===== src/design/ssf_pkg.sv =====
// Types and constants of the servo sync packet framer.
// Used by the front end, the job queue and the byte sequencer; depends on nothing.
package ssf_pkg;

  // Packet kinds as carried on the input tuser field.
  typedef enum logic [1:0] {
    KIND_READ_POS    = 2'd0,
    KIND_WRITE_POS   = 2'd1,
    KIND_WRITE_SPEED = 2'd2,
    KIND_WRITE_BYTE  = 2'd3
  } kind_e;

  // Fixed bytes of the packet.
  localparam logic [7:0] SYNC_BYTE       = 8'hFF;
  localparam logic [7:0] BCAST_ID        = 8'hFE;
  localparam logic [7:0] INSTR_SYNC_RD   = 8'h82;
  localparam logic [7:0] INSTR_SYNC_WR   = 8'h83;
  localparam logic [7:0] REG_PRESENT_POS = 8'h38;
  localparam logic [7:0] REG_GOAL_POS    = 8'h2A;
  localparam logic [7:0] REG_SPEED       = 8'd46;

  // Byte positions within one job, in emission order.
  typedef logic [3:0] step_t;
  localparam step_t STEP_SYNC0 = 4'd0;
  localparam step_t STEP_SYNC1 = 4'd1;
  localparam step_t STEP_BCAST = 4'd2;
  localparam step_t STEP_LEN   = 4'd3;
  localparam step_t STEP_INST  = 4'd4;
  localparam step_t STEP_START = 4'd5;
  localparam step_t STEP_DLEN  = 4'd6;
  localparam step_t STEP_ID    = 4'd7;
  localparam step_t STEP_DATA0 = 4'd8;
  localparam step_t STEP_DATA1 = 4'd9;
  localparam step_t STEP_DATA2 = 4'd10;
  localparam step_t STEP_DATA3 = 4'd11;
  localparam step_t STEP_CSUM  = 4'd12;

  // Depth of the queue between the classifier and the sequencer.
  localparam int QUEUE_DEPTH = 4;

  // One classified servo entry, ready to be serialised.
  typedef struct packed {
    logic        first;      // entry opens the packet: emit the header
    logic        last;       // entry closes the packet: emit the checksum
    kind_e       kind;
    logic [7:0]  start_reg;
    logic [7:0]  len;
    logic [7:0]  id;
    logic [15:0] value;
  } ssf_job_t;

endpackage


===== src/design/ssf_front.sv =====
// Front end of the framer: accepts servo entries, tracks the packet in progress
// and turns each entry into a job for the queue. Depends on ssf_pkg.
module ssf_front
  import ssf_pkg::*;
#(
  parameter int MaxServos = 20
) (
  input  logic      clk_i,
  input  logic      rst_ni,
  input  logic      s_tvalid_i,
  output logic      s_tready_o,
  input  logic [39:0] s_tdata_i,  // reg_addr[7:0], servo_count[12:8], servo_id[20:13],
                                  // value[36:21], zero pad[39:37]
  input  logic [1:0] s_tuser_i,   // kind[1:0]
  output logic      push_o,
  output ssf_job_t  job_o,
  input  logic      full_i
);

  localparam logic [4:0] MaxCount = 5'(MaxServos);

  kind_e       active_kind_q, active_kind_d;
  logic [4:0]  entries_left_q, entries_left_d;
  kind_e       kind_in;
  logic [4:0]  count_in;
  logic [7:0]  count_ext;
  logic [7:0]  len;
  logic [7:0]  start_reg;
  logic        idle;
  logic        bad_count;
  logic        accept;

  // Field extraction and request acceptance.
  assign kind_in    = kind_e'(s_tuser_i);
  assign count_in   = s_tdata_i[12:8];
  assign count_ext  = {3'b000, count_in};
  assign idle       = (entries_left_q == 5'd0);
  assign bad_count  = (count_in == 5'd0) || (count_in > MaxCount);
  assign s_tready_o = !full_i;
  assign accept     = s_tvalid_i && !full_i;
  assign push_o     = accept && !(idle && bad_count);

  // Length byte and start register of a new packet, modulo 256.
  always_comb begin
    case (kind_in)
      KIND_READ_POS: begin
        len       = count_ext + 8'd4;
        start_reg = REG_PRESENT_POS;
      end
      KIND_WRITE_POS: begin
        len       = (count_ext << 2) + count_ext + 8'd4;
        start_reg = REG_GOAL_POS;
      end
      KIND_WRITE_SPEED: begin
        len       = (count_ext << 1) + count_ext + 8'd4;
        start_reg = REG_SPEED;
      end
      default: begin
        len       = (count_ext << 1) + 8'd4;
        start_reg = s_tdata_i[7:0];
      end
    endcase
  end

  // Job handed to the sequencer.
  always_comb begin
    job_o.first     = idle;
    job_o.last      = idle ? (count_in == 5'd1) : (entries_left_q == 5'd1);
    job_o.kind      = idle ? kind_in : active_kind_q;
    job_o.start_reg = start_reg;
    job_o.len       = len;
    job_o.id        = s_tdata_i[20:13];
    job_o.value     = s_tdata_i[36:21];
  end

  // Packet tracking: a new packet samples kind and count, later entries count down.
  always_comb begin
    active_kind_d  = active_kind_q;
    entries_left_d = entries_left_q;
    if (push_o) begin
      if (idle) begin
        active_kind_d  = kind_in;
        entries_left_d = count_in - 5'd1;
      end else begin
        entries_left_d = entries_left_q - 5'd1;
      end
    end
  end

  always_ff @(posedge clk_i or negedge rst_ni) begin
    if (!rst_ni) begin
      active_kind_q  <= KIND_READ_POS;
      entries_left_q <= 5'd0;
    end else begin
      active_kind_q  <= active_kind_d;
      entries_left_q <= entries_left_d;
    end
  end

endmodule


===== src/design/ssf_queue.sv =====
// Short job queue that decouples the front end from the byte sequencer.
// Depends on ssf_pkg for the job type and the queue depth.
module ssf_queue
  import ssf_pkg::*;
(
  input  logic     clk_i,
  input  logic     rst_ni,
  input  logic     push_i,
  input  ssf_job_t job_i,
  output logic     full_o,
  input  logic     pop_i,
  output logic     empty_o,
  output ssf_job_t head_o
);

  localparam int PtrW = $clog2(QUEUE_DEPTH);
  localparam int CntW = $clog2(QUEUE_DEPTH + 1);

  ssf_job_t            slot_q [QUEUE_DEPTH];
  logic [PtrW-1:0]     wr_ptr_q, wr_ptr_d;
  logic [PtrW-1:0]     rd_ptr_q, rd_ptr_d;
  logic [CntW-1:0]     fill_q, fill_d;
  logic                do_push;
  logic                do_pop;

  assign full_o  = (fill_q == CntW'(QUEUE_DEPTH));
  assign empty_o = (fill_q == '0);
  assign head_o  = slot_q[rd_ptr_q];
  assign do_push = push_i && !full_o;
  assign do_pop  = pop_i && !empty_o;

  // Pointer and fill level update, wrapping at the queue depth.
  always_comb begin
    wr_ptr_d = wr_ptr_q;
    rd_ptr_d = rd_ptr_q;
    fill_d   = fill_q;
    if (do_push) begin
      wr_ptr_d = (wr_ptr_q == PtrW'(QUEUE_DEPTH - 1)) ? '0 : wr_ptr_q + 1'b1;
    end
    if (do_pop) begin
      rd_ptr_d = (rd_ptr_q == PtrW'(QUEUE_DEPTH - 1)) ? '0 : rd_ptr_q + 1'b1;
    end
    case ({do_push, do_pop})
      2'b10:   fill_d = fill_q + 1'b1;
      2'b01:   fill_d = fill_q - 1'b1;
      default: fill_d = fill_q;
    endcase
  end

  always_ff @(posedge clk_i or negedge rst_ni) begin
    if (!rst_ni) begin
      wr_ptr_q <= '0;
      rd_ptr_q <= '0;
      fill_q   <= '0;
    end else begin
      wr_ptr_q <= wr_ptr_d;
      rd_ptr_q <= rd_ptr_d;
      fill_q   <= fill_d;
    end
  end

  // Job storage; contents need no reset.
  always_ff @(posedge clk_i) begin
    if (do_push) begin
      slot_q[wr_ptr_q] <= job_i;
    end
  end

endmodule


===== src/design/ssf_back.sv =====
// Back end of the framer: serialises the job at the head of the queue into
// packet bytes, keeps the running checksum and drives the output register.
// Depends on ssf_pkg.
module ssf_back
  import ssf_pkg::*;
(
  input  logic       clk_i,
  input  logic       rst_ni,
  input  logic       empty_i,
  input  ssf_job_t   head_i,
  output logic       pop_o,
  output logic       m_tvalid_o,
  input  logic       m_tready_i,
  output logic [7:0] m_tdata_o,   // out_byte[7:0]
  output logic       m_tlast_o    // last_byte
);

  step_t       step_q, step_d;
  logic        started_q, started_d;
  logic [7:0]  sum_q, sum_d;
  logic        out_valid_q, out_valid_d;
  logic [7:0]  out_byte_q;
  logic        out_last_q;
  step_t       cur_step;
  step_t       next_step;
  logic        data_last;
  logic        job_done;
  logic        emit;
  logic [7:0]  byte_val;
  logic [7:0]  dlen;

  // Current position: a fresh job starts at the header or at its id byte.
  assign cur_step = started_q ? step_q : (head_i.first ? STEP_SYNC0 : STEP_ID);
  assign emit     = !empty_i && (!out_valid_q || m_tready_i);

  // Data length per servo for the header.
  always_comb begin
    case (head_i.kind)
      KIND_READ_POS:    dlen = 8'd2;
      KIND_WRITE_POS:   dlen = 8'd4;
      KIND_WRITE_SPEED: dlen = 8'd2;
      default:          dlen = 8'd1;
    endcase
  end

  // Byte at the current position.
  always_comb begin
    case (cur_step)
      STEP_SYNC0: byte_val = SYNC_BYTE;
      STEP_SYNC1: byte_val = SYNC_BYTE;
      STEP_BCAST: byte_val = BCAST_ID;
      STEP_LEN:   byte_val = head_i.len;
      STEP_INST:  byte_val = (head_i.kind == KIND_READ_POS) ? INSTR_SYNC_RD
                                                           : INSTR_SYNC_WR;
      STEP_START: byte_val = head_i.start_reg;
      STEP_DLEN:  byte_val = dlen;
      STEP_ID:    byte_val = head_i.id;
      STEP_DATA0: byte_val = head_i.value[7:0];
      STEP_DATA1: byte_val = head_i.value[15:8];
      STEP_DATA2: byte_val = 8'h00;
      STEP_DATA3: byte_val = 8'h00;
      STEP_CSUM:  byte_val = ~sum_q;
      default:    byte_val = 8'h00;
    endcase
  end

  // Whether the current byte is the last of the entry's own bytes.
  always_comb begin
    case (cur_step)
      STEP_ID:    data_last = (head_i.kind == KIND_READ_POS);
      STEP_DATA0: data_last = (head_i.kind == KIND_WRITE_BYTE);
      STEP_DATA1: data_last = (head_i.kind == KIND_WRITE_SPEED);
      STEP_DATA3: data_last = 1'b1;
      default:    data_last = 1'b0;
    endcase
  end

  // Next position, and whether the job leaves the queue after this byte.
  always_comb begin
    job_done  = 1'b0;
    next_step = cur_step + 4'd1;
    if (cur_step == STEP_CSUM) begin
      job_done = 1'b1;
    end else if (data_last) begin
      job_done  = !head_i.last;
      next_step = STEP_CSUM;
    end
  end

  assign pop_o = emit && job_done;

  // Sequencer and checksum update; the sum restarts at the broadcast id.
  always_comb begin
    step_d      = step_q;
    started_d   = started_q;
    sum_d       = sum_q;
    out_valid_d = out_valid_q && !m_tready_i;
    if (emit) begin
      out_valid_d = 1'b1;
      started_d   = !job_done;
      step_d      = next_step;
      case (cur_step)
        STEP_SYNC0: sum_d = sum_q;
        STEP_SYNC1: sum_d = sum_q;
        STEP_BCAST: sum_d = BCAST_ID;
        STEP_CSUM:  sum_d = 8'h00;
        default:    sum_d = sum_q + byte_val;
      endcase
    end
  end

  always_ff @(posedge clk_i or negedge rst_ni) begin
    if (!rst_ni) begin
      step_q      <= STEP_SYNC0;
      started_q   <= 1'b0;
      sum_q       <= 8'h00;
      out_valid_q <= 1'b0;
    end else begin
      step_q      <= step_d;
      started_q   <= started_d;
      sum_q       <= sum_d;
      out_valid_q <= out_valid_d;
    end
  end

  // Output payload register.
  always_ff @(posedge clk_i) begin
    if (emit) begin
      out_byte_q <= byte_val;
      out_last_q <= (cur_step == STEP_CSUM);
    end
  end

  assign m_tvalid_o = out_valid_q;
  assign m_tdata_o  = out_byte_q;
  assign m_tlast_o  = out_last_q;

endmodule


===== src/design/servo_sync_packet_framer_top.sv =====
// Servo sync packet framer: one servo entry in, the packet bytes it adds out.
// The first byte of an entry passes through the job queue and the output register.
// Throughput: one byte per cycle while m_axis_tready is high; an entry adds 1 to 13 bytes
// (5 for a mid-packet position write); a four-deep job queue lets entries arrive meanwhile.
// Reset (rst_ni, asynchronous, active low) returns to idle between packets and
// empties the queue.
module servo_sync_packet_framer_top
  import ssf_pkg::*;
#(
  parameter int MAX_SERVOS = 20
) (
  input  logic        clk_i,
  input  logic        rst_ni,
  input  logic        s_axis_tvalid,
  output logic        s_axis_tready,
  input  logic [39:0] s_axis_tdata,   // reg_addr[7:0], servo_count[12:8], servo_id[20:13],
                                      // value[36:21], zero pad[39:37]
  input  logic [1:0]  s_axis_tuser,   // kind[1:0]
  output logic        m_axis_tvalid,
  input  logic        m_axis_tready,
  output logic [7:0]  m_axis_tdata,   // out_byte[7:0]
  output logic        m_axis_tlast    // last_byte
);

  ssf_job_t push_job;
  ssf_job_t head_job;
  logic     push;
  logic     full;
  logic     pop;
  logic     empty;

  // Classifier and packet tracker.
  ssf_front #(
    .MaxServos (MAX_SERVOS)
  ) u_front (
    .clk_i      (clk_i),
    .rst_ni     (rst_ni),
    .s_tvalid_i (s_axis_tvalid),
    .s_tready_o (s_axis_tready),
    .s_tdata_i  (s_axis_tdata),
    .s_tuser_i  (s_axis_tuser),
    .push_o     (push),
    .job_o      (push_job),
    .full_i     (full)
  );

  // Job queue between the two halves.
  ssf_queue u_queue (
    .clk_i   (clk_i),
    .rst_ni  (rst_ni),
    .push_i  (push),
    .job_i   (push_job),
    .full_o  (full),
    .pop_i   (pop),
    .empty_o (empty),
    .head_o  (head_job)
  );

  // Byte sequencer and output register.
  ssf_back u_back (
    .clk_i      (clk_i),
    .rst_ni     (rst_ni),
    .empty_i    (empty),
    .head_i     (head_job),
    .pop_o      (pop),
    .m_tvalid_o (m_axis_tvalid),
    .m_tready_i (m_axis_tready),
    .m_tdata_o  (m_axis_tdata),
    .m_tlast_o  (m_axis_tlast)
  );

endmodule


===== config.mk =====
export PLATFORM = sky130hd
export DESIGN_NAME = servo_sync_packet_framer_top
export DESIGN_NICKNAME = d
export VERILOG_FILES = /design/src/design/ssf_pkg.sv /design/src/design/ssf_front.sv /design/src/design/ssf_queue.sv /design/src/design/ssf_back.sv /design/src/design/servo_sync_packet_framer_top.sv
export SDC_FILE = /design/constraint.sdc
export NUM_CORES = 1
export LEC_CHECK = 0
export BUFFER_PORTS_ARGS = -buffer_cell sky130_fd_sc_hd__buf_4
export CORE_AREA = 2 2 191 193
export CTS_CLUSTER_SIZE = 40
export DETAILED_ROUTE_END_ITERATION = 6
export DIE_AREA = 0 0 193 195
export GPL_TIMING_DRIVEN = 0
export MAX_ROUTING_LAYER = met4
export SYNTH_ARGS = -nofsm -noshare
export SYNTH_HDL_FRONTEND = slang
export SYNTH_SLANG_ARGS = --single-unit

===== constraint.sdc =====
create_clock -name clk_i -period 4.8 [get_ports clk_i]
set_clock_uncertainty 0.2 [all_clocks]
set_input_delay 0.48 -clock clk_i [delete_from_list [all_inputs] [get_ports clk_i]]
set_output_delay 0.48 -clock clk_i [all_outputs]
set_load 0.01 [all_outputs]

==> impl_results.md, run 1 <==
* Largest net degree at the start of global routing at 34
* Asr flop ratio synth at 13.15%
* Fmax at 219.9 MHz
* Critical Path AT at 4.75 ns
* Die H at 195 µm
* First-pass DRT Iterations at 5
* Post-synthesis sequential area ratio at 63.79%
* Yosys top cell area share at 56.65%
* Htree depth at 1
* CP Class: reg -> reg
* Setup violations, final at 0
* GPL Wtd Cong at 0.8403
* Synth area leaders: edfxtp_1 (57%), mux4_2 (10%), dfrtp_1 (7.1%)
* Slew HR at 53.97%
* CTS Buf Count at 23
* Post-DR vias/cell at 4.623
* Post-Place Setup Slack at -0.5727 ns
* Ys flop type: edfxtp_1
* Synthesized instance count at 626
* Number of routed nets with antenna violations at 0
* Max-cap violations at 0
* Post-synth EDFFs at 185
* Cells on worst reg2reg path at 19
* Synth Register Bits at 213
* Nets at 830
* Register area at 6256 µm²
* IO Pins at 57
* Hold_ws at 0.01380 ns
* CTS Buffer Depth at 3
* WP data required at 5.01 ns
* Synth cell types at 61
* Fin crit share at 94.76%
* Initial Util at 27.71%
* Syn avg cell area at 15.67 µm²
* Leak at 4.326 nW
* CTS Root Cell: clkbuf_16
* TritonCTS clock tree: built
* Filler Cell Count at 3433
* Worst Hold Class: in -> reg
* Setup tns final at 0 ns
* CTS Sinks at 213
* DIE WIDTH at 193 µm
* First-pass GRT wire length at 33750 µm
* Clock transition at path regs at 0.06 ns
* Final WL at 21570 µm
* GRT Total Usage at 12.03%
* Core Area at 35400 µm²
* Syn nets at 719
* Die area at 37640 µm²
* Ys Warns at 0
* Multi-input logic area at 3333 µm²
* Crit start category: flip-flop
* Pwr Density at 657.3 nW/µm²
* Routed len/inst at 17.74 µm
* Final worst setup slack at 0.2517 ns
* Starting DRC count in detailed routing at 435
* Status: completed
* Standard-cell rows at 69
* DRC viols at 0
* Hold depth at 2
* Worst slew pin tran at 0.6904 ns
* Worst vdd ir at 282.3 µV
* Buffers added on ports at 53
* Layout cells sized above 1 at 23.61%
* Vias in the first global route at 5893
* Fin. Hold Viols at 0
* Worst skew pair latency at 0.54 ns
* Via count at 5621
* P&R area growth vs syn at 21.93%
* Worst Setup End Kind: flip-flop
* Slew Limit Fails at 0
* Initial antenna violation count at 1
* Crit path time final at 4.548 ns
* Crit Path Max Fanout at 10
* GRT Residual Overflow at 0
* Synthesized area at 9807 µm²
* HPWL after DPL at 14990 µm
* Largest area contributor in the netlist: edfxtp_1
[final cells by class]
class                      instances  share of cell area (%)
sequential                       213                   52.32
multi-input combinational        351                   27.87
timing repair buffer              87                   6.404
clock buffer                      30                   5.033
tap                              461                   4.824
clock inverter                    12                   1.339
buffer                            27                   1.120
inverter                          34                   1.067
antenna                            1                 0.02093
[routing by layer]
layer / share of wire [%] / GRT usage [%] / vias to the layer above
met2: 48 / 19.35 / 110
li1: - / - / 2647
met5: 0 / - / -
met3: 4.1 / 1.725 / 35
met1: 46 / 15.67 / 2829
met4: 2.5 / 3.900 / 0
[timing repair]
action / 4_1_cts / 5_1_grt
setup buffers: 3 / 2
hold buffers: 25 / 0
pin swaps: 1 / 0
endpoints found under the hold margin: 124 / 0
resized for setup: 7 / 12
setup endpoints to repair: 4 / 3
[registers in the layout, summed over array words and instances (netlist names)]
register / count
u_back.m_tdata_o: 8
u_front.active_kind_q: 2
u_queue.slot_q: 176
u_back.started_q: 1
u_back.m_tvalid_o: 1
u_back.sum_q: 8
u_back.m_tlast_o: 1
u_queue.fill_q: 3
u_back.step_q: 4
u_front.entries_left_q: 5
u_queue.rd_ptr_q: 2
u_queue.wr_ptr_q: 2
[stage by stage]
stage / cell area (µm²) / power (mW) / cells / util, %
after global routing: 11960 / 8.370 / 1216 / 33.78
final: 11960 / 7.860 / 1216 / 33.78
after CTS: 11910 / 7.881 / 1213 / 33.64
after detailed placement: 10870 / 6.025 / 1144 / 30.70
after floorplan: 9807 / 5.104 / 626 / -
after global placement: 10780 / 5.949 / 1140 / 30.46
[layout by cell type, fill, tap and decap left out, drive strengths merged, types with 9 or more instances in the layout]
master       instances
dfrtp               28
xnor2               12
buf                 70
mux4                44
and2                 9
edfxtp             185
nor2                14
mux2                 9
xor2                11
clkbuf              49
ha                  43
o21ai               27
inv                 35
a21oi               26
dlygate4sd3         25
nand2               36
nand3               28
[cells by family (layout without fill, tap and decap cells)]
group                    count (synthesis)  count (layout)  share of synthesized area [%]
XOR/XNOR                                23              23                          2.054
buffers and inverters                   62             190                          2.526
AO/OA/AOI/OAI                          107             107                          7.642
AND/OR/NAND/NOR                        115             115                          5.767
adder cells (fa/ha/maj)                 47              47                          6.303
other                                    0               1                              0
flip-flops                             213             213                          63.79
multiplexers                            59              59                          11.92
[synthesized netlist by cell type (all sizes together) (7+ instances only)]
| library cell | n |
|---|---|
| clkbuf | 19 |
| ha | 43 |
| dfrtp | 28 |
| buf | 9 |
| a21o | 8 |
| xnor2 | 12 |
| and2 | 9 |
| inv | 33 |
| nor2 | 14 |
| nand2 | 36 |
| xor2 | 11 |
| a211oi | 7 |
| a21oi | 26 |
| mux4 | 44 |
| nor3 | 8 |
| o21ai | 27 |
| nand3 | 28 |
| edfxtp | 185 |
| mux2 | 9 |
[path summary, 6_finish.rpt]
kind	slack [ns]	start	endpoint
worst min-delay path	0.01	s_axis_tdata[8]	u_front.entries_left_q[0]
worst min register to register	0.29	u_front.active_kind_q[0]	u_front.active_kind_q[0]
worst max-delay path	0.25	u_queue.rd_ptr_q[0]	u_back.sum_q[6]
min in group asynchronous	0.23	rst_ni	u_back.step_q[3]
max in group asynchronous	3.83	rst_ni	u_back.step_q[0]
worst max register to register	0.25	u_queue.rd_ptr_q[0]	u_back.sum_q[6]
[report_power, final]
part           switching [mW]  internal, mW
Combinational            1.88          1.45
Sequential              0.173          2.58
Clock                   0.723          1.06
Total                    2.77          5.09
[critical path, stage by stage (launching register included)]
cell	delay, ns
dfrtp_1	0.38
buf_8	0.18
mux4_2	0.57
nand2_1	0.14
a21boi_4	0.24
inv_2	0.07
ha_2	0.23
buf_2	0.20
o21ai_2	0.16
o2111ai_1	0.13
a221o_1	0.34
ha_1	0.24
fa_1	0.41
a21o_1	0.21
a21oi_2	0.17
o21bai_1	0.08
a21oi_1	0.19
xnor2_1	0.09
a21oi_1	0.14
o21ai_1	0.07
Note: power is estimated with default switching activity, not from simulation.
==> run 2, diff against run 1 <==
--- a/config.mk
+++ b/config.mk
@@ -11,7 +11,6 @@
 export DETAILED_ROUTE_END_ITERATION = 6
 export DIE_AREA = 0 0 193 195
 export GPL_TIMING_DRIVEN = 0
-export MAX_ROUTING_LAYER = met4
 export SYNTH_ARGS = -nofsm -noshare
 export SYNTH_HDL_FRONTEND = slang
 export SYNTH_SLANG_ARGS = --single-unit
==> impl_results.md, run 2 (synthesized netlist as in run 1, its figures left out) <==
* Status: completed
* Most frequent cells in the layout: edfxtp_1 (185), buf_4 (58), mux4_2 (44)
* Crit path time final at 4.553 ns (+0.005179 ns)
* Internal power at 5.087 mW (unchanged)
* First-pass GRT wire length at 33780 µm (+0.10%)
* Fmax at 219.6 MHz (-0.11%)
* CP Class: reg -> reg
* Min-delay src: s_axis_tdata[8]
* GPL Wtd Cong at 0.8277 (-1.5%)
* Sequential group share of total power at 35.1% (about the same)
* P&R area growth vs syn at 21.93% (unchanged)
* GRT Total Usage at 11.68% (-0.35 points)
* Worst r2r src: u_queue.rd_ptr_q[0]
* Worst Setup End Kind: flip-flop
* Crit-path most repeated cell: a21oi_1
* CTS Sinks at 213 (unchanged)
* HPWL after DPL at 14990 µm (unchanged)
* Worst skew pair latency at 0.54 ns (about the same)
* Starting DRC count in detailed routing at 480 (+10%)
* Worst Hold Class: in -> reg
* Crit start category: flip-flop
* Initial antenna violation count at 1 (unchanged)
* Pwr Density at 657.2 nW/µm² (about the same)
* NetSw at 2.771 mW (about the same)
* WP data required at 5.01 ns (about the same)
* Crit Path Max Fanout at 10 (unchanged)
* Worst slew pin tran at 0.6947 ns (+0.004291 ns)
* Post-DR vias/cell at 4.634 (+0.25%)
* Cells on worst reg2reg path at 19 (unchanged)
* CTS Buf Count at 23 (unchanged)
* Worst vdd ir at 282.4 µV (about the same)
* Htree depth at 1 (unchanged)
* Die area at 37640 µm² (unchanged)
* Layout cells sized above 1 at 23.61% (unchanged)
* Total power at 7.859 mW (about the same)
* CTS Root Cell: clkbuf_16
* Cells along the critical path: buf_8 > mux4_2 > nand2_1 > a21boi_4 > inv_2 > ha_2 > buf_2 > o21ai_2 > o2111ai_1 > a221o_1 > ha_1 > fa_1 > a21o_1 > a21oi_2 > o21bai_1 > a21oi_1 > xnor2_1 > a21oi_1 > o21ai_1
* Hold_ws at 0.01171 ns (-0.002087 ns)
* Setup tns final at 0 ns (unchanged)
* Slew HR at 53.69% (-0.29 points)
* Largest register FFs at 176 (unchanged)
* Leak at 4.326 nW (unchanged)
* Vias in the first global route at 5895 (+0.034%)
* DIE WIDTH at 193 µm (unchanged)
* Via count at 5635 (+0.25%)
* TritonCTS clock tree: built
* Biggest register: u_queue.slot_q
* Combinational share of power at 42.3% (about the same)
* DRC viols at 0 (unchanged)
* Standard-cell rows at 69 (unchanged)
* Nets at 830 (unchanged)
* Routed len/inst at 17.74 µm (about the same)
* Slew Limit Fails at 0 (unchanged)
* IO Pins at 57 (unchanged)
* Setup violations, final at 0 (unchanged)
* CP max stage cell: mux4_2
* Critical Path AT at 4.76 ns (about the same)
* Final core utilization at 33.78% (unchanged)
* Most common cell after layout, fill and taps aside: edfxtp_1
* Die H at 195 µm (unchanged)
* Max incr delay on CP at 0.58 ns (about the same)
* GRT Residual Overflow at 0 (unchanged)
* Hold Path End: u_front.entries_left_q[0]
* Initial Util at 27.71% (unchanged)
* Clock transition at path regs at 0.06 ns (about the same)
* Buffers added on ports at 53 (unchanged)
* Fin crit share at 94.86% (+0.11 points)
* Net Sw Frac at 35.27% (about the same)
* First-pass DRT Iterations at 4 (-1)
* CTS Buffer Depth at 3 (unchanged)
* R2r setup slk at 0.25 ns (about the same)
* R2R Path End: u_back.sum_q[6]
* Hold depth at 2 (unchanged)
* Number of routed nets with antenna violations at 0 (unchanged)
* Fin. Hold Viols at 0 (unchanged)
* Largest net degree at the start of global routing at 34 (unchanged)
* Max-cap violations at 0 (unchanged)
* Clk pwr share at 22.7% (about the same)
* Final WL at 21580 µm (about the same)
* Core Area at 35400 µm² (unchanged)
run 2: cell counts in the layout (fill, tap and decap cells not counted):
No cell type changed its count.
run 2: routing by layer:
layer  up-vias  share of wire [%]  GRT usage (%)
met2        95                 48          19.26
met3        34                4.3          1.761
li1       2652                  -              -
met5         -                  0              0
met1      2854                 46          15.72
met4         0                2.5          3.900
run 2: area by class of cell:
| cell class | instances | area, µm² |
|---|---|---|
| fillers | 3433 | 23440 |
| clock buffers | 30 | 601.8 |
| clock inverters | 12 | 160.2 |
| diodes | 1 | 2.502 |
| well taps | 461 | 576.8 |
| inverters | 34 | 127.6 |
| multi-input cells | 351 | 3333 |
| repair buffers | 87 | 765.7 |
| flip-flops and latches | 213 | 6256 |
| plain buffers | 27 | 133.9 |
run 2: power by group through the flow:
stage	Combinational [mW]	Sequential (mW)	Clock (mW)
2_1_floorplan	2.33	2.77	0
3_3_place_gp	3.14	2.81	0
3_5_place_dp	3.23	2.79	0
4_1_cts	3.29	2.76	1.83
5_1_grt	3.67	2.80	1.90
6_report	3.32	2.76	1.78
run 2: through the flow:
stage | std cells | area [µm²] | setup slack, ns
finish | 1216 | 11960 | 0.2466
global route | 1216 | 11960 | -0.02141
CTS | 1213 | 11910 | 0.01832
detailed placement | 1144 | 10870 | -0.5727
global placement | 1140 | 10780 | -0.5452
floorplan | 626 | 9807 | 0.3561
run 2: worst max path at each step:
stage / startpoint / end / slack, ns / cells past startpoint
global placement: u_queue.rd_ptr_q[1] / u_back.sum_q[7] / -0.55 / 19
CTS: u_queue.rd_ptr_q[0] / u_back.sum_q[6] / 0.02 / 19
finish: u_queue.rd_ptr_q[0] / u_back.sum_q[6] / 0.25 / 19
floorplan: u_queue.rd_ptr_q[0] / u_back.sum_q[6] / 0.36 / 19
detailed placement: u_queue.rd_ptr_q[1] / u_back.sum_q[7] / -0.57 / 19
global route: u_queue.rd_ptr_q[0] / u_back.sum_q[7] / -0.02 / 19
run 2: repair_timing:
action | 4_1_cts | 5_1_grt
hold buffers | 25 | 0
gates resized for setup | 7 | 12
setup endpoints to repair | 4 | 2
endpoints found under the hold margin | 124 | 0
buffers inserted | 3 | 2
pin swaps | 1 | 0
run 2: critical path: cells and delay by family, from the launching register on:
kind            cells  cell delay [ns]
compound gates     10             1.72
fa+ha+maj           3             0.88
mux                 1             0.58
buf+inv             3             0.45
flops               1             0.38
simple gates        1             0.14
xor+xnor            1             0.09
